$ cat config.mk
export PLATFORM = sky130hd
export DESIGN_NAME = cit_ram
export DESIGN_NICKNAME = d
export VERILOG_FILES = /design/src/sv/cit_ram.sv
export SDC_FILE = /design/constraint.sdc
export NUM_CORES = 1
export LEC_CHECK = 0
export ABC_AREA = 1
export BUFFER_PORTS_ARGS = -buffer_cell sky130_fd_sc_hd__buf_2
export CORE_ASPECT_RATIO = 0.7
export CORE_UTILIZATION = 35
export CTS_CLUSTER_SIZE = 12
export DETAILED_ROUTE_END_ITERATION = 6
export PLACE_DENSITY = 0.49
export SKIP_CTS_REPAIR_TIMING = 1
export SLEW_MARGIN = 5
export SYNTH_ARGS = -nofsm -noshare
export SYNTH_HDL_FRONTEND = slang
export SYNTH_SLANG_ARGS = --single-unit
$ cat constraint.sdc
create_clock -name clk_i -period 1.7 [get_ports clk_i]
set_input_delay 0.17 -clock clk_i [delete_from_list [all_inputs] [get_ports clk_i]]
set_output_delay 0.17 -clock clk_i [all_outputs]
set_load 0.1 [all_outputs]
$ cat src/sv/cit_ram.sv
// Generic single-write, single-read RAM with registered read data.
module cit_ram #(
  parameter int WIDTH = 8,
  parameter int DEPTH = 16
) (
  input  logic                     clk_i,
  input  logic                     we_i,
  input  logic [$clog2(DEPTH)-1:0] waddr_i,
  input  logic [WIDTH-1:0]         wdata_i,
  input  logic [$clog2(DEPTH)-1:0] raddr_i,
  output logic [WIDTH-1:0]         rdata_o
);

  logic [WIDTH-1:0] mem_q [DEPTH];

  always_ff @(posedge clk_i) begin
    if (we_i) begin
      mem_q[waddr_i] <= wdata_i;
    end
    rdata_o <= mem_q[raddr_i];
  end

endmodule

# After elaboration in Yosys (flattened, before gate mapping)
# Memory sizes are Yosys's and may differ from the RTL's. A register that Yosys moved wholly into a read port is not among the register bits.
# Index checks and enable logic that the tools add are counted.
totals:
  out_inout_bits: 8
  mem_count: 1
  wordCells: 3
  ramBits: 128
  register_bits: 0
classes:
  n_mux: 2
memory_table:
  columns: ["memory", "depth", "width", "read_ports", "rd_clocked_by_memory_dff", "wr", "line", "rtl"]
  rows:
  - ["mem_q", 16, 8, 1, 1, 1, "14", "logic [WIDTH-1:0] mem_q [DEPTH];"]
ops:
  columns: ["operator", "count"]
  rows:
  - ["$mux W1", 2]

# Depth between registers and ports, before layout
# Gate-level depths: netlist (run 1).
depth:
  depth_word: 2
  mapped_depth: 8
  mapped_depth_nobuf: 7

# Least setup slack after synthesis (run 1)
# Ideal clock, no wire load.
synth_timing:
  path_kind: "input -> register"
  startpoint: "in waddr_i[2]"
  endpoint: "mem mem_q[10][0] (enable)"
  stages: 2
  slack_ns: 0.579
  arrival_time_ns: 0.751
  n_path_buf: 0
  path_cell_list: "nand3b_1 -> nor2_1"
synth_lines:
  columns: ["element", "line", "rtl"]
  rows:
  - ["start: declaration", "8", "input logic [$clog2(DEPTH)-1:0] waddr_i,"]
  - ["end: declaration", "14", null]
# Straight into the memory's write port.

# Worst setup path in the final report (run 1)
layout_timing:
  startpoint: "reg rdata_o[4], read port of mem_q"
  endpoint: "out rdata_o[4]"
layout_lines:
  columns: ["element", "line", "rtl"]
  rows:
  - ["start: declaration", "11", "output logic [WIDTH-1:0] rdata_o"]
# No word-level cell between the ends.

==> reports/results.txt, run 1 <==
Clk sink count -> 136
ANT nets after route -> 0
First-iteration detailed-routing DRC count -> 359
Final wirelength -> 14.2 mm
Pre-CTS WS -> 169 ps
First-pass GRT wire length -> 21.5 mm
Leak -> 2.93 nW
DIE HEIGHT -> 109 um
Worst-path maximum fanout -> 1
Ys async rst share -> 0%
Clock share of power -> 46.5%
Final worst path period share -> 83.5%
Post-Synth XOR/XNOR Area -> 0%
Hold Path Class -> input pin to register
Nets@finish -> 611
Clock Skew -> 8.49 ps
Sequential Power Share -> 45.8%
Int Pwr -> 6.34 mW
CP Data Required Time -> 1530 ps
Synth Net Count -> 569
Port-buffer cells -> 25
Initial Util -> 36.5%
Gr ovfl total -> 0
CTS tree -> built
Pwr Total -> 8.24 mW
Primary FF master, synth -> edfxtp_1
Post-synthesis compound-gate area fraction -> 0%
Pre-antenna DRT Iters -> 5
Status -> complete, no violations
Syn avg cell area -> 10.5 um^2
Top cell family by delay on the critical path -> buffers and inverters
Largest net degree at the start of global routing -> 39
Synthesized cell area -> 5770 um^2
Number of global-route vias before repair -> 3,523
Number of synthesized flops with an enable pin -> 128
Post-synth top cells -> nand2_1 (173), edfxtp_1 (128), inv_1 (100)
Slew margin rel. -> 57.2%
Fill cells -> 1,530
Crit path arrival time -> 1250 ps
Crit path cell chain -> buf_2
Unique cell type count in the Yosys netlist -> 12
FMAX -> 704 MHz
Die W -> 155 um
Adder-Cell Fraction of Synth Area -> 0%
Skew-Pair Late Insertion Delay -> 410 ps
Post-Route Setup TNS -> 0 ps
Clock Path Buffers -> 2
Area leader, netlist -> edfxtp_1
Most frequent cell after synthesis -> nand2_1
Register Area -> 4000 um^2
CTS Buf Count -> 17
MaxCap Viol Count -> 0
Row count -> 38
CP Launch Type -> register
Least-Margin Pin Slew -> 641 ps
RSZ-0062 raised after global routing -> no
Syn. warnings -> 0
Core area -> 15,800 um^2
Area Overhead vs Synth -> 18.1%
PD cells -> 1210 nW/um^2
Final hold violations -> 0
Area share of the largest cell type after synthesis -> 66.7%
Post-synthesis mux area share -> 0%
Crit. End Element -> output port
Clock transition at path regs -> 60 ps
Final GP Congestion -> 0.829
Worst path bufs/invs -> 1
Clock Tree Root -> clkbuf_16
Routed via count -> 3,834
Seq/Total Area, Yosys -> 69.4%
All-Layer GR Usage -> 18.0%
Final WS setup -> 280 ps
WS Path Type -> register to output port
DP HPWL -> 8.99 mm
Final Max Slew Viols -> 0
Endpoints failing setup -> 0
WL per Instance -> 17.2 um
Critical path's slowest cell -> buf_2
Sw power -> 1.91 mW
Multi-input logic area -> 1210 um^2
R2R Setup Slk -> 620 ps
Final worst path period need -> 1420 ps
Max stage delay on crit path -> 450 ps
Largest family of logic cells by synthesized area -> simple AND/OR/NAND/NOR gates
Max H-tree Level -> 4
Synth Register Bits -> 136
Initial antenna violation count -> 0
DR vias/cell -> 4.64
Mapped Cells -> 551
Logic pwr share -> 7.7%
Sw Share -> 23.1%
Worst ir drop on vdd -> 0.000783 V
IO Pins -> 26
Diode count -> 0
Fraction of layout cells with a size suffix above 1 -> 12.4%
Die ar. -> 17,000 um^2
Top cells by area, synth -> edfxtp_1 (67%), nand2_1 (11%), nand3_1 (8.4%), inv_1 (6.5%), dfxtp_1 (2.8%)
Remaining DRCs -> 0
Simple-gate share of the synthesized area -> 21.0%
state kept, by name, summed over array words and instances (netlist names):
name	count
mem_q	128
rdata_o	8
cell type report:
class	count	share of cell area (%)
Inverter	102	5.62
Clock buffer	19	6.35
Sequential cell	136	58.8
Timing Repair Buffer	47	4.81
Multi-Input combinational cell	289	17.8
Clock inverter	13	2.59
Tap cell	220	4.04
cell usage in the layout (no fill, tap or decap):
master,Yosys,layout
inv_6,0,2
buf_2,13,25
clkinvlp_4,0,2
nand2_1,173,173
nor2_1,17,17
clkinv_1,0,4
buf_12,0,3
clkinv_4,0,1
buf_4,4,19
edfxtp_1,128,128
dfxtp_1,8,8
nand3b_1,2,2
inv_1,100,100
nand3_1,97,97
clkbuf_1,0,2
bufinv_16,0,4
inv_2,2,2
clkbuf_16,0,17
metal layers:
metal | share of wire (%) | routed length, um | vias to the layer above | global-route usage [%]
li1 | - | - | 1855 | -
met1 | 52 | 7400 | 1859 | 27.8
met2 | 41 | 5820 | 105 | 24.3
met3 | 5.7 | 810 | 15 | 4.22
met4 | 1.3 | 180 | 0 | 5.81
met5 | 0 | 0 | - | 0
final timing paths:
path	endpoint	startpoint	depth (start not counted)
hold reg to reg	rdata_o[6]	mem_q[11][6]	6
setup reg to reg	rdata_o[0]	mem_q[7][0]	6
hold / removal	rdata_o[6]	raddr_i[3]	3
setup / recovery	rdata_o[4]	rdata_o[4]	1
kinds of logic (layout without fill, tap and decap cells):
family / count (synthesis) / after routing
simple gates: 289 / 289
flops: 136 / 136
buf+inv: 126 / 181
worst reg2reg max path, stage by stage, from the launching register on:
cell	delay [ps]
edfxtp_1	360
inv_1	60
nand2_1	50
nand3_1	100
nand3_1	110
nand3_1	160
nand2_1	110
stage by stage:
stage / util [%] / instances / hold WS (ps) / cell area [um^2]
2_1_floorplan: - / 551 / 269 / 5770
3_3_place_gp: 39.3 / 794 / 541 / 6200
3_5_place_dp: 39.3 / 794 / 541 / 6200
4_1_cts: 43.2 / 826 / 110 / 6810
5_1_grt: 43.2 / 826 / 121 / 6810
6_report: 43.2 / 826 / 116 / 6810
power groups by stage:
stage               Combinational, mW  Clock [mW]  Sequential, mW
floorplan                       0.264           0            4.00
global placement                0.634           0            3.84
detailed placement              0.637           0            3.84
CTS                             0.638        3.91            3.77
global route                    0.685        4.06            3.78
finish                          0.631        3.84            3.77
(Power assumes the default switching activity.)
==> inputs of run 2 (changes only) <==
- clock period: 1.7 -> 1.4 ns (I/O delays scaled with it)
==> run 2 against run 1 <==
  * Via count shrank 1.6%
  * First-iteration DRC count shrank 13%
  * Count of clock-buffer cells in the layout stayed put
  * Clock power up 24%
  * Register-to-register slack got worse by 320 ps
==> reports/results.txt, run 2 (synthesis gave the netlist of run 1 again) <==
Status -> complete, no violations
Multi-input logic area -> 1210 um^2 (unchanged)
Worst Setup SP -> rdata_o[7]
Post-Route Setup TNS -> 0 ps (unchanged)
Die ar. -> 17,000 um^2 (unchanged)
Clock Skew -> 5.83 ps (-2.67 ps)
R2r endpoint -> rdata_o[0]
Worst-path maximum fanout -> 1 (unchanged)
Final WS setup -> 50.4 ps (-230 ps)
Fraction of layout cells with a size suffix above 1 -> 13.3% (+0.95 points)
DR vias/cell -> 4.56 (-1.8%)
Hold Path Class -> input pin to register
Pre-CTS WS -> 87.0 ps (-81.6 ps)
Gr ovfl total -> 0 (unchanged)
Clock share of power -> 47.1% (+0.6 points)
Final GP Congestion -> 0.784 (-5.4%)
CP Launch Type -> register
Clock Path Buffers -> 2 (unchanged)
Least-Margin Pin Slew -> 496 ps (-145 ps)
CTS Buf Count -> 17 (unchanged)
Largest net degree at the start of global routing -> 65 (+67%)
DIE HEIGHT -> 109 um (unchanged)
Register Area -> 4000 um^2 (unchanged)
Worst reg2reg path depth -> 6 (unchanged)
Remaining DRCs -> 0 (unchanged)
WL per Instance -> 16.8 um (-2.1%)
Pre-antenna DRT Iters -> 5 (unchanged)
Leak -> 2.96 nW (+1.0%)
Clk sink count -> 136 (unchanged)
R2r startpoint -> mem_q[7][0]
CP Data Required Time -> 1260 ps (-270 ps)
Area Overhead vs Synth -> 19.4%
CTS tree -> built
RSZ-0062 raised after global routing -> no
Skew-Pair Late Insertion Delay -> 410 ps (about the same)
Most common library cell in the layout ignoring fill and taps -> nand2_1
First-iteration detailed-routing DRC count -> 312 (-13%)
Die W -> 155 um (unchanged)
Final worst path period share -> 96.4%
R2R Setup Slk -> 300 ps (-320 ps)
Nets@finish -> 613 (+0.33%)
Largest Register -> mem_q
Largest register FFs -> 128 (unchanged)
Port-buffer cells -> 25 (unchanged)
PD cells -> 1470 nW/um^2 (+22%)
Final wirelength -> 13.9 mm (-1.9%)
Worst setup path endpoint -> rdata_o[7]
Slew margin rel. -> 67.2% (+9.9 points)
Row count -> 38 (unchanged)
Int Pwr -> 7.74 mW (+22%)
MaxCap Viol Count -> 0 (unchanged)
WS Path Type -> register to output port
Diode count -> 0 (unchanged)
Routed via count -> 3,773 (-1.6%)
Worst ir drop on vdd -> 0.000706 V (-9.8%)
Worst path bufs/invs -> 1 (unchanged)
Logic pwr share -> 7.8% (about the same)
Regs by FF count -> mem_q x128, rdata_o x8
Clock transition at path regs -> 60 ps (about the same)
Endpoints failing setup -> 0 (unchanged)
Most frequent cells in the layout -> nand2_1 (173), edfxtp_1 (128), inv_1 (100), nand3_1 (97), buf_2 (25)
Initial antenna violation count -> 0 (unchanged)
Crit path cell chain -> buf_2
Hold WS -> 13.0 ps (-103 ps)
IO Pins -> 26 (unchanged)
Sequential Power Share -> 45.1% (-0.7 points)
Clock Tree Root -> clkbuf_16
All-Layer GR Usage -> 18.0% (about the same)
Number of global-route vias before repair -> 3,646 (+3.5%)
Max H-tree Level -> 4 (unchanged)
ANT nets after route -> 0 (unchanged)
Critical path's slowest cell -> buf_2
Initial Util -> 36.5% (unchanged)
Crit. End Element -> output port
Final hold violations -> 0 (unchanged)
Final Max Slew Viols -> 0 (unchanged)
Final worst path period need -> 1350 ps
DP HPWL -> 8.49 mm (-5.6%)
Crit path arrival time -> 1210 ps (-40 ps)
Top cell family by delay on the critical path -> buffers and inverters
Core area -> 15,800 um^2 (unchanged)
Fill cells -> 1,535 (+0.33%)
Sw power -> 2.39 mW (+25%)
Critical Path Stages -> 1 (unchanged)
FMAX -> 741 MHz
Sw Share -> 23.6% (+0.45 points)
Max stage delay on crit path -> 440 ps (about the same)
Util after Layout -> 43.6% (+0.45 points)
First-pass GRT wire length -> 21.6 mm (+0.83%)
-- run 2: cell types whose count changed in the layout (fill, tap and decap cells not counted), sizes merged --
cell	before	now
inv	104	105
clkinvlp	2	3
buf	47	49
clkinv	5	3
-- run 2: how the worst min path moves through the flow --
stage | depth (start not counted) | start | end | slack, ps
after global placement | 3 | raddr_i[3] | rdata_o[5] | 430
after CTS | 3 | raddr_i[3] | rdata_o[5] | 5
after detailed placement | 3 | raddr_i[3] | rdata_o[5] | 430
final | 3 | raddr_i[3] | rdata_o[5] | 10
after floorplan | 0 | wdata_i[0] | mem_q[0][0] | 240
after global routing | 3 | raddr_i[3] | rdata_o[5] | 50
-- run 2: layout make-up --
type | count | area share [%]
well taps | 220 | 4.00
repair buffers | 49 | 5.53
multi-input cells | 289 | 17.6
clock buffers | 19 | 6.29
clock inverters | 13 | 2.84
inverters | 102 | 5.56
flip-flops and latches | 136 | 58.2
-- run 2: power groups by stage --
stage | logic (mW) | clock network (mW) | registers, mW
3_5_place_dp | 0.798 | 0 | 4.66
2_1_floorplan | 0.321 | 0 | 4.85
3_3_place_gp | 0.791 | 0 | 4.66
4_1_cts | 0.802 | 4.84 | 4.57
6_report | 0.790 | 4.77 | 4.57
5_1_grt | 0.863 | 5.01 | 4.58
-- run 2: metal layers --
layer / vias to the layer above / wire length, um / track usage (%)
met5: - / 0 / 0
met4: 0 / 120 / 4.62
met3: 13 / 711 / 3.74
met2: 90 / 5970 / 26.8
met1: 1810 / 7150 / 26.6
li1: 1860 / - / -
-- run 2: through the flow --
| stage | total power [mW] | area, um^2 | std cells |
|---|---|---|---|
| after floorplan | 5.17 | 5770 | 551 |
| after global placement | 5.45 | 6260 | 796 |
| after detailed placement | 5.46 | 6260 | 796 |
| after CTS | 10.2 | 6880 | 828 |
| after global routing | 10.5 | 6880 | 828 |
| final | 10.1 | 6880 | 828 |
-- run 2: worst reg2reg max path: cells and delay by family (launching register included) --
kind | cells | cell delay, ps
flip-flops | 1 | 360
AND/OR/NAND/NOR | 5 | 550
buffers and inverters | 1 | 60
==> inputs of run 3 (changes only) <==
--- a/config.mk
+++ b/config.mk
@@ -8,5 +8,4 @@
 export ABC_AREA = 1
 export BUFFER_PORTS_ARGS = -buffer_cell sky130_fd_sc_hd__buf_2
-export CORE_ASPECT_RATIO = 0.7
 export CORE_UTILIZATION = 35
 export CTS_CLUSTER_SIZE = 12
@@ -14,5 +13,4 @@
 export PLACE_DENSITY = 0.49
 export SKIP_CTS_REPAIR_TIMING = 1
-export SLEW_MARGIN = 5
 export SYNTH_ARGS = -nofsm -noshare
 export SYNTH_HDL_FRONTEND = slang
==> constraint.sdc (replaced) <==
create_clock -name clk_i -period 1.4 [get_ports clk_i]
set_input_delay 0.14 -clock clk_i [delete_from_list [all_inputs] [get_ports clk_i]]
set_output_delay 0.14 -clock clk_i [all_outputs]
set_load 0.005 [all_outputs]
==> run 3 against run 2 <==
  * Maximum frequency rose by 26%
  * Critical path depth unchanged
  * Clock power shrank 11%
  * Routed wire length shrank 0.63%
  * Global-route usage is 0.11 points higher
  * Sequential share of layout area increased by 0.53 points
  * Combinational power shrank 27%
  * Setup slack improved by 280 ps
  * Sequential power is essentially flat
  * Count of clock-buffer cells in the layout increased by 7
  * Die area is essentially flat
  * Largest power group is now sequential cells
  * Critical path type unchanged
  * Register-to-register slack improved by 80 ps
==> reports/results.txt, run 3 (synthesis gave the netlist of run 1 again) <==
Worst ir drop on vdd -> 0.000848 V (+20%)
Crit path cell chain -> buf_2
Most common library cell in the layout ignoring fill and taps -> nand2_1
ANT nets after route -> 0 (unchanged)
Initial Util -> 36.0% (-0.49 points)
Max H-tree Level -> 4 (unchanged)
Final worst path period need -> 1070 ps (-281 ps)
Util after Layout -> 42.6% (-0.98 points)
Fill cells -> 1,587 (+3.4%)
Pre-antenna DRT Iters -> 4 (-1)
Endpoints failing setup -> 0 (unchanged)
DP HPWL -> 9.07 mm (+6.8%)
Crit path arrival time -> 930 ps (-280 ps)
CTS Buf Count -> 17 (unchanged)
Remaining DRCs -> 0 (unchanged)
Leak -> 2.95 nW (-0.38%)
Max stage delay on crit path -> 380 ps (-60 ps)
Largest register FFs -> 128 (unchanged)
CTS tree -> built
Clock Tree Root -> clkbuf_16
Placed Instance Area -> 6250 um^2 (-0.12%)
Placed insts -> 795 (-0.13%)
Final wirelength -> 13.9 mm (-0.63%)
Least-Margin Pin Slew -> 469 ps (-27.3 ps)
Clock transition at path regs -> 60 ps (about the same)
Final GP Congestion -> 0.879 (+12%)
Routed via count -> 3,785 (+0.32%)
Regs by FF count -> mem_q x128, rdata_o x8
DIE HEIGHT -> 130 um (+19%)
FMAX -> 936 MHz (+26%)
Gr ovfl total -> 0 (unchanged)
All-Layer GR Usage -> 18.1% (+0.11 points)
Skew-Pair Late Insertion Delay -> 410 ps (about the same)
Initial antenna violation count -> 0 (unchanged)
Core area -> 16,000 um^2 (+1.4%)
Clock Path Buffers -> 2 (unchanged)
Crit. End Element -> output port
Post-Route Setup TNS -> 0 ps (unchanged)
Clock Skew -> 4.57 ps (-1.26 ps)
Largest Register -> mem_q
Pwr Total -> 9.42 mW (-7.0%)
Die W -> 130 um (-16%)
Worst-path maximum fanout -> 1 (unchanged)
Design Area, Final -> 6820 um^2 (-0.91%)
MaxCap Viol Count -> 0 (unchanged)
PD cells -> 1380 nW/um^2 (-6.2%)
Final worst path period share -> 76.3% (-20 points)
Status -> complete, no violations
WS Path Type -> register to output port
Row count -> 46 (+21%)
Most frequent cells in the layout -> nand2_1 (173), edfxtp_1 (128), inv_1 (100), nand3_1 (97), buf_2 (25)
Critical path's slowest cell -> dfxtp_1
Worst path bufs/invs -> 1 (unchanged)
DR vias/cell -> 4.58 (+0.44%)
Area Overhead vs Synth -> 18.3%
RSZ-0062 raised after global routing -> no
Final std cells w/o fill -> 827 (-0.12%)
Number of global-route vias before repair -> 3,789 (+3.9%)
First-iteration detailed-routing DRC count -> 333 (+6.7%)
CP Data Required Time -> 1260 ps (about the same)
IO Pins -> 26 (unchanged)
Diode count -> 0 (unchanged)
Die ar. -> 17,000 um^2 (about the same)
Final Max Slew Viols -> 0 (unchanged)
CP Launch Type -> register
Fraction of layout cells with a size suffix above 1 -> 13.3% (-0.065 points)
Final hold violations -> 0 (unchanged)
Slew margin rel. -> 68.7% (+1.6 points)
Port-buffer cells -> 25 (unchanged)
Top cell family by delay on the critical path -> flip-flops
Largest net degree at the start of global routing -> 34 (-48%)
Hold Path Class -> input pin to register
Nets@finish -> 616 (+0.49%)
Register Area -> 4000 um^2 (unchanged)
First-pass GRT wire length -> 21.5 mm (-0.48%)
Clk sink count -> 136 (unchanged)
WL per Instance -> 16.8 um (-0.51%)
Multi-input logic area -> 1210 um^2 (unchanged)
## run 3: worst paths after layout
kind / slack, ps / startpoint / cells after the start / end
setup reg to reg: 380 / mem_q[7][3] / 6 / rdata_o[3]
hold / removal: 140 / wdata_i[1] / 1 / mem_q[5][1]
hold reg to reg: 670 / mem_q[10][3] / 6 / rdata_o[3]
setup / recovery: 330 / rdata_o[2] / 1 / rdata_o[2]
## run 3: per-stage QoR
stage          hold slack (ps)  setup WS [ps]
6_report                   135            331
4_1_cts                    142            318
2_1_floorplan              239            309
3_3_place_gp               517            128
3_5_place_dp               529            142
5_1_grt                    136            295
## run 3: layout make-up
cell class / instances / area share [%]
clock inverters: 6 / 0.935
inverters: 102 / 5.61
repair buffers: 52 / 5.54
clock buffers: 26 / 7.47
flip-flops and latches: 136 / 58.7
multi-input cells: 289 / 17.8
well taps: 216 / 3.96
## run 3: power breakdown
group,internal [mW],total (mW),switching [mW]
Clock,2.68,4.26,1.58
Combinational,0.184,0.578,0.394
Sequential,4.55,4.59,0.0332
Total,7.41,9.42,2.01
## run 3: metal layers
metal  GRT usage [%]  share of wire [%]  up-vias
li1                -                  -     1865
met1            23.3                 46     1837
met2            29.8                 49       65
met3            3.77                3.4       18
met4            7.23                1.5        0
met5               0                  0        -
