===== src/sv/cit_pkg.sv =====
// Package: sizes, codes and shared types of the compacting id table.
package cit_pkg;

  localparam int CAPACITY = 64;
  localparam int IDX_W    = (CAPACITY > 1) ? $clog2(CAPACITY) : 1;
  localparam int CNT_W    = $clog2(CAPACITY + 1);
  localparam int ID_W     = 32;
  localparam int NAME_W   = 64;
  localparam int ENTRY_W  = ID_W + NAME_W;

  typedef enum logic [1:0] {
    KIND_ADD  = 2'd0,
    KIND_DEL  = 2'd1,
    KIND_LIST = 2'd2
  } kind_e;

  typedef enum logic [2:0] {
    ST_ADDED      = 3'd0,
    ST_FULL       = 3'd1,
    ST_DELETED    = 3'd2,
    ST_NOT_FOUND  = 3'd3,
    ST_LIST_ENTRY = 3'd4,
    ST_LIST_EMPTY = 3'd5
  } status_e;

  typedef struct packed {
    logic [ID_W-1:0]   id;
    logic [NAME_W-1:0] name;
  } entry_t;

  typedef struct packed {
    status_e             status;
    logic [ID_W-1:0]     entry_id;
    logic [NAME_W-1:0]   entry_data;
    logic                last;
  } rsp_t;

  typedef struct packed {
    logic             we;
    logic [IDX_W-1:0] addr;
    entry_t           data;
  } mem_wr_t;

endpackage


===== src/sv/cit_ctrl.sv =====
// Sequencer: add, search/shift delete and list walk over the entry RAM.
module cit_ctrl import cit_pkg::*; (
  input  logic              clk_i,
  input  logic              rst_ni,
  input  logic              req_valid_i,
  output logic              req_ready_o,
  input  logic [1:0]        req_kind_i,
  input  logic [ID_W-1:0]   req_id_i,
  input  logic [NAME_W-1:0] req_name_i,
  input  logic              out_free_i,
  output logic              res_valid_o,
  output rsp_t              res_o,
  output logic [IDX_W-1:0]  mem_raddr_o,
  input  entry_t            mem_rdata_i,
  output mem_wr_t           mem_wr_o
);

  typedef enum logic [1:0] {S_IDLE, S_SEARCH, S_SHIFT, S_LIST} state_e;

  state_e            state_q, state_d;
  logic [CNT_W-1:0]  cnt_q, cnt_d;
  logic [IDX_W-1:0]  idx_q, idx_d;
  logic [ID_W-1:0]   key_q, key_d;

  logic              accept;
  logic [CNT_W-1:0]  idx_ext;
  logic              hit;

  assign req_ready_o = (state_q == S_IDLE) && out_free_i;
  assign accept      = req_valid_i && req_ready_o;
  assign idx_ext     = CNT_W'(idx_q);
  assign hit         = (mem_rdata_i.id == key_q);

  always_comb begin
    state_d     = state_q;
    cnt_d       = cnt_q;
    idx_d       = idx_q;
    key_d       = key_q;
    mem_raddr_o = idx_q;          // re-read same entry while stalled
    mem_wr_o    = '{we: 1'b0, addr: idx_q, data: mem_rdata_i};
    res_valid_o = 1'b0;
    res_o       = '{status: ST_ADDED, entry_id: '0, entry_data: '0, last: 1'b1};

    unique case (state_q)
      S_IDLE: begin
        if (accept) begin
          mem_raddr_o = '0;
          idx_d       = '0;
          unique case (kind_e'(req_kind_i))
            KIND_ADD: begin
              res_valid_o    = 1'b1;
              res_o.entry_id = req_id_i;
              if (cnt_q < CNT_W'(CAPACITY)) begin
                mem_wr_o = '{we: 1'b1, addr: cnt_q[IDX_W-1:0],
                             data: '{id: req_id_i, name: req_name_i}};
                cnt_d    = cnt_q + CNT_W'(1);
              end else begin
                res_o.status = ST_FULL;
              end
            end
            KIND_DEL: begin
              key_d = req_id_i;
              if (cnt_q == '0) begin
                res_valid_o    = 1'b1;
                res_o.status   = ST_NOT_FOUND;
                res_o.entry_id = req_id_i;
              end else begin
                state_d = S_SEARCH;
              end
            end
            KIND_LIST: begin
              if (cnt_q == '0) begin
                res_valid_o  = 1'b1;
                res_o.status = ST_LIST_EMPTY;
              end else begin
                state_d = S_LIST;
              end
            end
            default: ;
          endcase
        end
      end

      S_SEARCH: begin
        if (hit) begin
          if (out_free_i) begin
            res_valid_o      = 1'b1;
            res_o.status     = ST_DELETED;
            res_o.entry_id   = mem_rdata_i.id;
            res_o.entry_data = mem_rdata_i.name;
            if (idx_ext + CNT_W'(1) < cnt_q) begin
              mem_raddr_o = idx_q + IDX_W'(1);
              state_d     = S_SHIFT;
            end else begin
              cnt_d   = cnt_q - CNT_W'(1);
              state_d = S_IDLE;
            end
          end
        end else if (idx_ext + CNT_W'(1) == cnt_q) begin
          if (out_free_i) begin
            res_valid_o    = 1'b1;
            res_o.status   = ST_NOT_FOUND;
            res_o.entry_id = key_q;
            state_d        = S_IDLE;
          end
        end else begin
          idx_d       = idx_q + IDX_W'(1);
          mem_raddr_o = idx_q + IDX_W'(1);
        end
      end

      S_SHIFT: begin
        // read data is entry idx+1; it moves down to idx
        mem_wr_o.we = 1'b1;
        if (idx_ext + CNT_W'(2) < cnt_q) begin
          idx_d       = idx_q + IDX_W'(1);
          mem_raddr_o = IDX_W'(idx_ext + CNT_W'(2));
        end else begin
          cnt_d   = cnt_q - CNT_W'(1);
          state_d = S_IDLE;
        end
      end

      S_LIST: begin
        if (out_free_i) begin
          res_valid_o      = 1'b1;
          res_o.status     = ST_LIST_ENTRY;
          res_o.entry_id   = mem_rdata_i.id;
          res_o.entry_data = mem_rdata_i.name;
          res_o.last       = (idx_ext + CNT_W'(1) == cnt_q);
          if (idx_ext + CNT_W'(1) == cnt_q) begin
            state_d = S_IDLE;
          end else begin
            idx_d       = idx_q + IDX_W'(1);
            mem_raddr_o = idx_q + IDX_W'(1);
          end
        end
      end

      default: state_d = S_IDLE;
    endcase
  end

  always_ff @(posedge clk_i or negedge rst_ni) begin
    if (!rst_ni) begin
      state_q <= S_IDLE;
      cnt_q   <= '0;
      idx_q   <= '0;
      key_q   <= '0;
    end else begin
      state_q <= state_d;
      cnt_q   <= cnt_d;
      idx_q   <= idx_d;
      key_q   <= key_d;
    end
  end

  a_cnt_bound: assert property (@(posedge clk_i) disable iff (!rst_ni)
    cnt_q <= CNT_W'(CAPACITY))
    else $error("entry count above capacity");

  a_emit_free: assert property (@(posedge clk_i) disable iff (!rst_ni)
    res_valid_o |-> out_free_i)
    else $error("result emitted into a busy output register");

  a_shift_range: assert property (@(posedge clk_i) disable iff (!rst_ni)
    (state_q == S_SHIFT) |-> (CNT_W'(mem_wr_o.addr) + CNT_W'(1) < cnt_q))
    else $error("shift writes outside the live entries");

  a_del_shrinks: assert property (@(posedge clk_i) disable iff (!rst_ni)
    (state_q == S_SHIFT && state_d == S_IDLE) |=>
      (cnt_q == $past(cnt_q) - CNT_W'(1)))
    else $error("delete did not shrink the table");

endmodule


===== config.mk =====
export PLATFORM = sky130hd
export DESIGN_NAME = cit_ctrl
export DESIGN_NICKNAME = d
export VERILOG_FILES = /design/src/sv/cit_pkg.sv /design/src/sv/cit_ctrl.sv
export SDC_FILE = /design/constraint.sdc
export NUM_CORES = 1
export LEC_CHECK = 0
export ABC_AREA = 1
export BUFFER_PORTS_ARGS = -buffer_cell sky130_fd_sc_hd__buf_2
export CAP_MARGIN = 0
export CORE_AREA = 2 2 159 161
export CTS_CLUSTER_SIZE = 12
export DETAILED_ROUTE_END_ITERATION = 6
export DIE_AREA = 0 0 161 163
export GPL_ROUTABILITY_DRIVEN = 1
export GPL_TIMING_DRIVEN = 0
export PLACE_DENSITY = 0.7
export SYNTH_ARGS = -nofsm -noshare
export SYNTH_HDL_FRONTEND = slang
export SYNTH_SLANG_ARGS = --single-unit

===== constraint.sdc =====
create_clock -name clk_i -period 3.8 [get_ports clk_i]
set_clock_uncertainty 0.1 [all_clocks]
set_input_delay 0.38 -clock clk_i [delete_from_list [all_inputs] [get_ports clk_i]]
set_output_delay 0.38 -clock clk_i [all_outputs]
set_load 0.005 [all_outputs]

* After elaboration in Yosys (flattened, before gate mapping)
Index checks and enable logic that the tools add are counted.
Operators by class: add/sub/neg operators 5, order comparisons 3, eq/ne operators 24, multiplexer cells 59, reduce and logical (&&, ||, !) cells 11
Operators by type and width (count):
- two-way mux 103 bit | 3
- case mux 64 bit (2 select lines) | 1
- case mux 35 bit (3 select lines) | 1
- two-way mux 102 bit | 1
- two-way mux 34 bit | 3
- two-way mux 100 bit | 1
- two-way mux 98 bit | 1
- two-way mux 35 bit | 2
- two-way mux 64 bit | 1
- case mux 32 bit (2 select lines) | 1
- two-way mux 6 bit | 9
- two-way mux 7 bit | 7
- case mux 6 bit (4 select lines) | 2
- == test 32 bit | 1
- two-way mux 2 bit | 11
- case mux 7 bit (3 select lines) | 1
- != test 2 bit, second input constant | 9
- != test 3 bit, second input constant | 5
- < comparator 7 bit | 2
- AND reduction 10 bit | 1
- case mux 3 bit (3 select lines) | 1
- case mux 2 bit (4 select lines) | 1
- AND reduction 8 bit | 1
- adder 6 x 1 -> 7 bit, second input constant | 1
- other kinds (22) | 35
Word-level totals: register bits 47, bits of input ports 198, output and inout port bits 211, logic and storage cells 106

* Logic depth before layout (Yosys ltp)
Gate-level depths: netlist (run 1).
word-level depth 6, mapped depth 20, mapped depth without buffers 19

* Worst setup path before layout (run 1)
No wires, ideal clock.
path type flip-flop to output port, start register idx_q[1], end output res_o[79] (netlist name), arrival 2.627 ns, data required time 3.320 ns, setup slack 0.693 ns, stages on the path, launching flop included 19, path buffers 2, cells stage by stage dfrtp_1 ha_1 nand3_1 xor2_1 o21ai_0 inv_1 ha_1 nand2_1 nor2_1 nand2_1 inv_1 buf_4 clkbuf_1 nand3_1 nand2_1 nand3_1 nand3_1 nand2_1 inv_1
RTL lines:
- start: declaration | line cit_ctrl.sv:22 | logic [IDX_W-1:0] idx_q, idx_d;
- start signal: assignment | line cit_ctrl.sv:153 | idx_q <= idx_d;
- end: declaration | line cit_ctrl.sv:12 | output rsp_t res_o,

* Final worst setup path (run 1)
start register idx_q[1], end output mem_raddr_o[4]
On the way: longest elaborated chain between the ends 6, elaborated cells on any way between the ends 13, those cells by class add/sub: 3; order compare: 2; eq/ne: 1; mux: 7
RTL lines:
- adder 6 x 1 -> 7 bit | line cit_ctrl.sv:91, cit_ctrl.sv:99, cit_ctrl.sv:131
- < comparator 7 bit | line cit_ctrl.sv:91 | if (idx_ext + CNT_W'(1) < cnt_q) begin
- two-way mux 6 bit | line cit_ctrl.sv:91
- two-way mux 6 bit | line cit_ctrl.sv:86 | if (out_free_i) begin
- two-way mux 6 bit | line cit_ctrl.sv:85 | if (hit) begin
- case mux 6 bit (4 select lines) (*) | line cit_ctrl.sv:44 | unique case (state_q)
- end: declaration | line cit_ctrl.sv:13 | output logic [IDX_W-1:0] mem_raddr_o,
Every way passes the cells marked *; elsewhere a longest branch is shown, timed or not.

==> flow_metrics.env, run 1 <==
export IMPL_clkLatencyLatePin_ps=300
export IMPL_leakagePower_nw=6.40
export IMPL_syn_cell_area_mm2=0.00750
export IMPL_syn_to_final_growth_pct=36.6
export IMPL_critical_path_class="reg2out"
export IMPL_first_pass_iters=7
export IMPL_clk_path_buf_depth=2
export IMPL_detail_route_iter0_violations=991
export IMPL_clock_sinks=47
export IMPL_ys_warn_count=0
export IMPL_dp_cells=2184
export IMPL_drcViolationCount=0
export IMPL_port_buffers=407
export IMPL_fin_cells=2207
export IMPL_initial_core_util=0.304
export IMPL_max_cap_violations=0
export IMPL_grt_pass1_wl_um=57000
export IMPL_finish_net_count=2097
export IMPL_antenna_found_initial=9
export IMPL_cts_root_buffer="clkbuf_16"
export IMPL_grt_use_total=0.280
export IMPL_grt_ovfl_total=0
export IMPL_via_per_inst=4.90
export IMPL_fin_crit_ps=3650
export IMPL_rsz0062_at_grt="false"
export IMPL_drive_gt1_frac=0.256
export IMPL_synth_area_leader_cell="nand2_1"
export IMPL_cts_made_buffers=5
export IMPL_io_pins=409
export IMPL_netlist_area_leader_share=0.259
export IMPL_cts_tree="done"
export IMPL_cpMaxStageDelayCell="nor2_1"
export IMPL_route_vias_total=10800
export IMPL_timing_final_crit_share=0.961
export IMPL_max_slew_margin_rel=0.175
export IMPL_gp_congestion=0.961
export IMPL_cp_common_cell="nand2_1"
export IMPL_crit_chain="ha_4 -> nand3_2 -> xor2_2 -> buf_4 -> ha_1 -> nand2_1 -> o21a_1 -> nand2_1 -> nor2_1 -> nand2_1 -> o21ai_0 -> nor2_1 -> nand2_1 -> nand2_1 -> nand2_1 -> buf_2"
export IMPL_synth_area_per_cell_um2=5.18
export IMPL_fp_dieW_um=161
export IMPL_cts_hold_buf=0
export IMPL_irDropWorstVdd_mv=0.405
export IMPL_worstPathRequired_ps=3320
export IMPL_synthTopCellsByArea="nand2_1 (26%), dfrtp_1 (16%), nand3_1 (13%)"
export IMPL_finalHoldViolations=0
export IMPL_wirelength_um=38900
export IMPL_cpPeakStageDelay_ps=550
export IMPL_die_h_um=163
export IMPL_power_w=0.00497
export IMPL_grt_max_degree=48
export IMPL_rows=58
export IMPL_synth_nets=1676
export IMPL_wire_per_inst_um=17.6
export IMPL_maxSlewViolCount=0
export IMPL_worstPathArrival_ps=3170
export IMPL_synth_seq_area_share=0.157
export IMPL_h_tree_depth=2
export IMPL_synth_cells=1447
export IMPL_fin_util=0.415
export IMPL_grt_pass1_vias=9813
export IMPL_p_per_area_mw_per_mm2=485
export IMPL_setup_viol=0
export IMPL_tightest_slew_ps=1240
export IMPL_end_kind="primary output"
export IMPL_clkTransAtPathRegs_ps=80
export IMPL_synthDistinctLibCells=32
export IMPL_start_kind="register"
export IMPL_antenna_violating_nets_post_route=0
export IMPL_core_area_mm2=0.0247
export IMPL_worst_path_max_fanout=7
export IMPL_fmax_ghz=0.274
export IMPL_worstHoldPathType="in2async"
export IMPL_die_area_mm2=0.0262
export IMPL_outcome="finished, final reports clean"
export IMPL_final_common_cell="nand2_1"
export IMPL_dp_hpwl_um=32000
export IMPL_most_common_layout_cells="nand2_1 (516), buf_2 (419), inv_1 (231)"
export IMPL_synth_seq_cells=47
kinds of logic (layout without fill, tap and decap cells):
family | Yosys count | after routing | synth area share
compound gates | 189 | 189 | 0.130
xor+xnor | 26 | 26 | 0.0304
fa+ha+maj | 31 | 31 | 0.0527
buf+inv | 315 | 737 | 0.168
flops | 47 | 47 | 0.157
other cells | 0 | 8 | 0
simple gates | 839 | 839 | 0.462
power breakdown:
part / leakage (nW) / internal, W / switching (W) / total (W)
logic: 5.74 / 0.00127 / 0.00220 / 0.00347
clock network: 0.0679 / 0.000245 / 0.000227 / 0.000472
registers: 0.595 / 0.000744 / 0.000280 / 0.00102
timing repair:
item / in CTS / in global routing
pin swaps: 1 / 5
buffers inserted: 4 / 3
endpoints found under the setup margin: 41 / 41
gates resized for setup: 12 / 26
sequential cells by signal, summed over array words and instances (netlist names):
name	flops
state_q	2
idx_q	6
cnt_q	7
key_q	32
worst paths after layout:
| kind | from | endpoint | slack [ps] | cells past startpoint |
|---|---|---|---|---|
| setup reg to reg | idx_q[1] | cnt_q[5] | 770 | 14 |
| hold / removal | rst_ni | key_q[23] | 250 | 1 |
| hold reg to reg | cnt_q[3] | cnt_q[3] | 420 | 2 |
| max in group asynchronous | rst_ni | idx_q[1] | 2530 | 1 |
| setup / recovery | idx_q[1] | mem_raddr_o[4] | 150 | 16 |
| min in group clk_i | req_id_i[6] | key_q[6] | 260 | 3 |
through the flow:
step / setup TNS, ps / setup slack (ps) / instance area (um2) / hold slack [ps]
global route: 0 / 1.37 / 10200 / 275
CTS: 0 / 36.5 / 10100 / 262
finish: 0 / 149 / 10200 / 248
floorplan: 0 / 693 / 7500 / -15.6
detailed placement: -6400 / -279 / 9950 / 409
global placement: -7250 / -298 / 9950 / 400
cell type report:
type | count | area (um2)
clock buffer | 7 | 133
multi-input combinational | 1085 | 5110
sequential | 47 | 1180
fill | 2884 | 14400
timing repair buffer | 414 | 2090
buffer | 79 | 403
tap | 330 | 413
clock inverter | 1 | 5.00
antenna | 8 | 20.0
inverter | 236 | 890
per-layer routing:
layer | vias to the layer above | GRT usage | routed length (um)
li1 | 5318 | - | -
met1 | 4944 | 0.350 | 15600
met2 | 502 | 0.501 | 19400
met3 | 54 | 0.0321 | 2790
met4 | 2 | 0.0929 | 1150
met5 | - | 0 | 13
synthesized netlist by cell type:
cell type	n
inv_1	233
ha_1	30
dfrtp_1	47
clkbuf_1	45
fa_1	1
nand3b_1	2
o22ai_1	6
or2_2	2
a21oi_2	1
nand3_4	1
buf_2	14
nand2_2	3
a21oi_1	19
o21ai_0	155
nor3_2	1
xnor2_1	12
nor2_4	3
and2_1	1
nand2_1	517
buf_1	11
buf_4	3
inv_2	3
o32ai_1	1
xor2_1	14
nor2b_1	1
o21ai_2	4
buf_6	6
nor2_1	112
o21ai_1	2
o21a_1	1
nand3_1	194
nand4_1	2
critical path, delay by kind of cell, from the launching register on:
| family | cells | cell delay [ps] |
|---|---|---|
| buffers and inverters | 2 | 280 |
| xor gates and xnor gates | 1 | 220 |
| AOI/OAI and AO/OA | 2 | 260 |
| DFF | 1 | 410 |
| and+or+nand+nor | 9 | 1270 |
| adders and majority gates | 2 | 430 |
No activity file was read; power rests on OpenSTA's default activity.
==> run 2: changes to the inputs <==
- CTS_BUF_LIST: unset -> sky130_fd_sc_hd__clkbuf_8
- RECOVER_POWER: unset -> 50
==> flow_metrics.env, run 2 (same netlist as run 1, synthesis figures left out) <==
export IMPL_antenna_found_initial=9
export IMPL_largestRegisters="key_q (32), cnt_q (7), idx_q (6)"
export IMPL_crit_chain="inv_1 -> ha_1 -> nand2_1 -> inv_1 -> nand2_1 -> inv_2 -> nand2_2 -> inv_2 -> buf_2 -> buf_1 -> o21ai_0 -> buf_2"
export IMPL_worstPathArrival_ps=3160
export IMPL_cts_hold_buf=0
export IMPL_io_pins=409
export IMPL_drt_met1_wl_um=15600
export IMPL_antenna_violating_nets_post_route=0
export IMPL_cts_tree="done"
export IMPL_rows=58
export IMPL_top_register="key_q"
export IMPL_top_layer="met5"
export IMPL_die_area_mm2=0.0262
export IMPL_finalHoldViolations=0
export IMPL_core_area_mm2=0.0247
export IMPL_detail_route_iter0_violations=817
export IMPL_setup_viol=0
export IMPL_tightest_slew_ps=3030
export IMPL_grt_use_total=0.279
export IMPL_first_pass_iters=6
export IMPL_worstPathRequired_ps=3320
export IMPL_syn_to_final_growth_pct=36.2
export IMPL_leakagePower_nw=6.40
export IMPL_max_cap_violations=1
export IMPL_clkTransAtPathRegs_ps=110
export IMPL_worst_path_max_fanout=10
export IMPL_end_kind="primary output"
export IMPL_cpMaxStageDelayCell="buf_1"
export IMPL_route_vias_total=10800
export IMPL_die_h_um=163
export IMPL_start_kind="register"
export IMPL_via_per_inst=4.89
export IMPL_most_common_layout_cells="nand2_1 (516), buf_2 (417), inv_1 (232)"
export IMPL_h_tree_depth=2
export IMPL_cpPeakStageDelay_ps=460
export IMPL_power_w=0.00486
export IMPL_fp_dieW_um=161
export IMPL_fin_setup_tns_ps=0
export IMPL_wl_met2_um=19500
export IMPL_grt_max_degree=48
export IMPL_p_per_area_mw_per_mm2=475
export IMPL_violations="capacitance limit, slew limit"
export IMPL_rr_worst_depth=16
export IMPL_maxSlewViolCount=48
export IMPL_gp_congestion=0.961
export IMPL_whs_path_depth=3
export IMPL_cts_root_buffer="clkbuf_8"
export IMPL_dp_hpwl_um=32000
export IMPL_fmax_ghz=0.274
export IMPL_clock_sinks=47
export IMPL_grt_pass1_wl_um=56700
export IMPL_finish_net_count=2100
export IMPL_drcViolationCount=0
export IMPL_clkLatencyLatePin_ps=320
export IMPL_initial_core_util=0.304
export IMPL_timing_final_crit_share=0.959
export IMPL_final_cell_area_mm2=0.0102
export IMPL_final_common_cell="nand2_1"
export IMPL_met3_length_um=2690
export IMPL_largest_register_ffs=32
export IMPL_critical_path_class="reg2out"
export IMPL_placed_cell_area_mm2=0.00995
export IMPL_port_buffers=407
export IMPL_drive_gt1_frac=0.259
export IMPL_wirelength_um=39000
export IMPL_wire_per_inst_um=17.6
export IMPL_grt_pass1_vias=9791
export IMPL_clk_path_buf_depth=2
export IMPL_fillers=2882
export IMPL_cts_made_buffers=5
export IMPL_grt_ovfl_total=0
export IMPL_outcome="finished, violations left"
export IMPL_worstHoldPathType="in2reg"
export IMPL_max_slew_margin_rel=-1.02
export IMPL_fin_crit_ps=3640
export IMPL_irDropWorstVdd_mv=0.386
-- run 2: changes by cell type in the layout (fill, tap and decap cells not counted), sizes merged --
cell,change
inv,+2
buf,-1
clkbuf,+2
-- run 2: worst paths after layout --
| kind | endpoint | startpoint | slack [ps] |
|---|---|---|---|
| setup / recovery | mem_wr_o[63] | state_q[0] | 160 |
| hold / removal | key_q[17] | req_id_i[17] | 230 |
| setup reg to reg | cnt_q[5] | idx_q[0] | 710 |
| hold reg to reg | cnt_q[3] | cnt_q[3] | 430 |
| max in group asynchronous | idx_q[0] | rst_ni | 750 |
| min in group asynchronous | key_q[26] | rst_ni | 940 |
-- run 2: final cells by class --
type	instances	area (um2)	share of cell area
Multi-Input combinational cell	1085	5110	0.501
Timing Repair Buffer	417	2110	0.206
Sequential cell	47	1180	0.115
Inverter	236	890	0.0871
Tap cell	330	413	0.0404
Buffer	79	412	0.0403
Clock buffer	5	68.8	0.00674
Antenna cell	8	20.0	0.00196
Clock inverter	3	12.5	0.00122
-- run 2: metal layers --
| layer | global-route usage | up-vias |
|---|---|---|
| met1 | 0.349 | 4947 |
| met5 | 0 | - |
| met4 | 0.0994 | 2 |
| li1 | - | 5326 |
| met2 | 0.494 | 475 |
| met3 | 0.0344 | 54 |
-- run 2: power breakdown --
part           switching (W)  internal, W
clock network       0.000214     0.000125
registers           0.000281     0.000743
logic                0.00220      0.00129
-- run 2: what timing repair did --
action / 4_1_cts / 5_1_grt
gates cloned: 0 / 1
buffers inserted: 4 / 5
pin swaps: 1 / 6
setup endpoints to repair: 41 / 51
resized for setup: 13 / 33
-- run 2: worst max-delay path, delay by kind of cell, from the launching register on --
family	cells	cell delay (ps)
adders and majority gates	1	350
DFF	1	430
buffers and inverters	7	1450
AOI/OAI and AO/OA	1	260
and+or+nand+nor	3	340
-- run 2: stage by stage --
stage	hold slack [ps]	setup slack, ps	util	cells
after global placement	400	-298	0.403	2184
after CTS	229	20.8	0.409	2196
final	232	156	0.414	2210
after detailed placement	409	-279	0.403	2184
after global routing	242	-9.54	0.414	2207
after floorplan	-15.6	693	-	1447
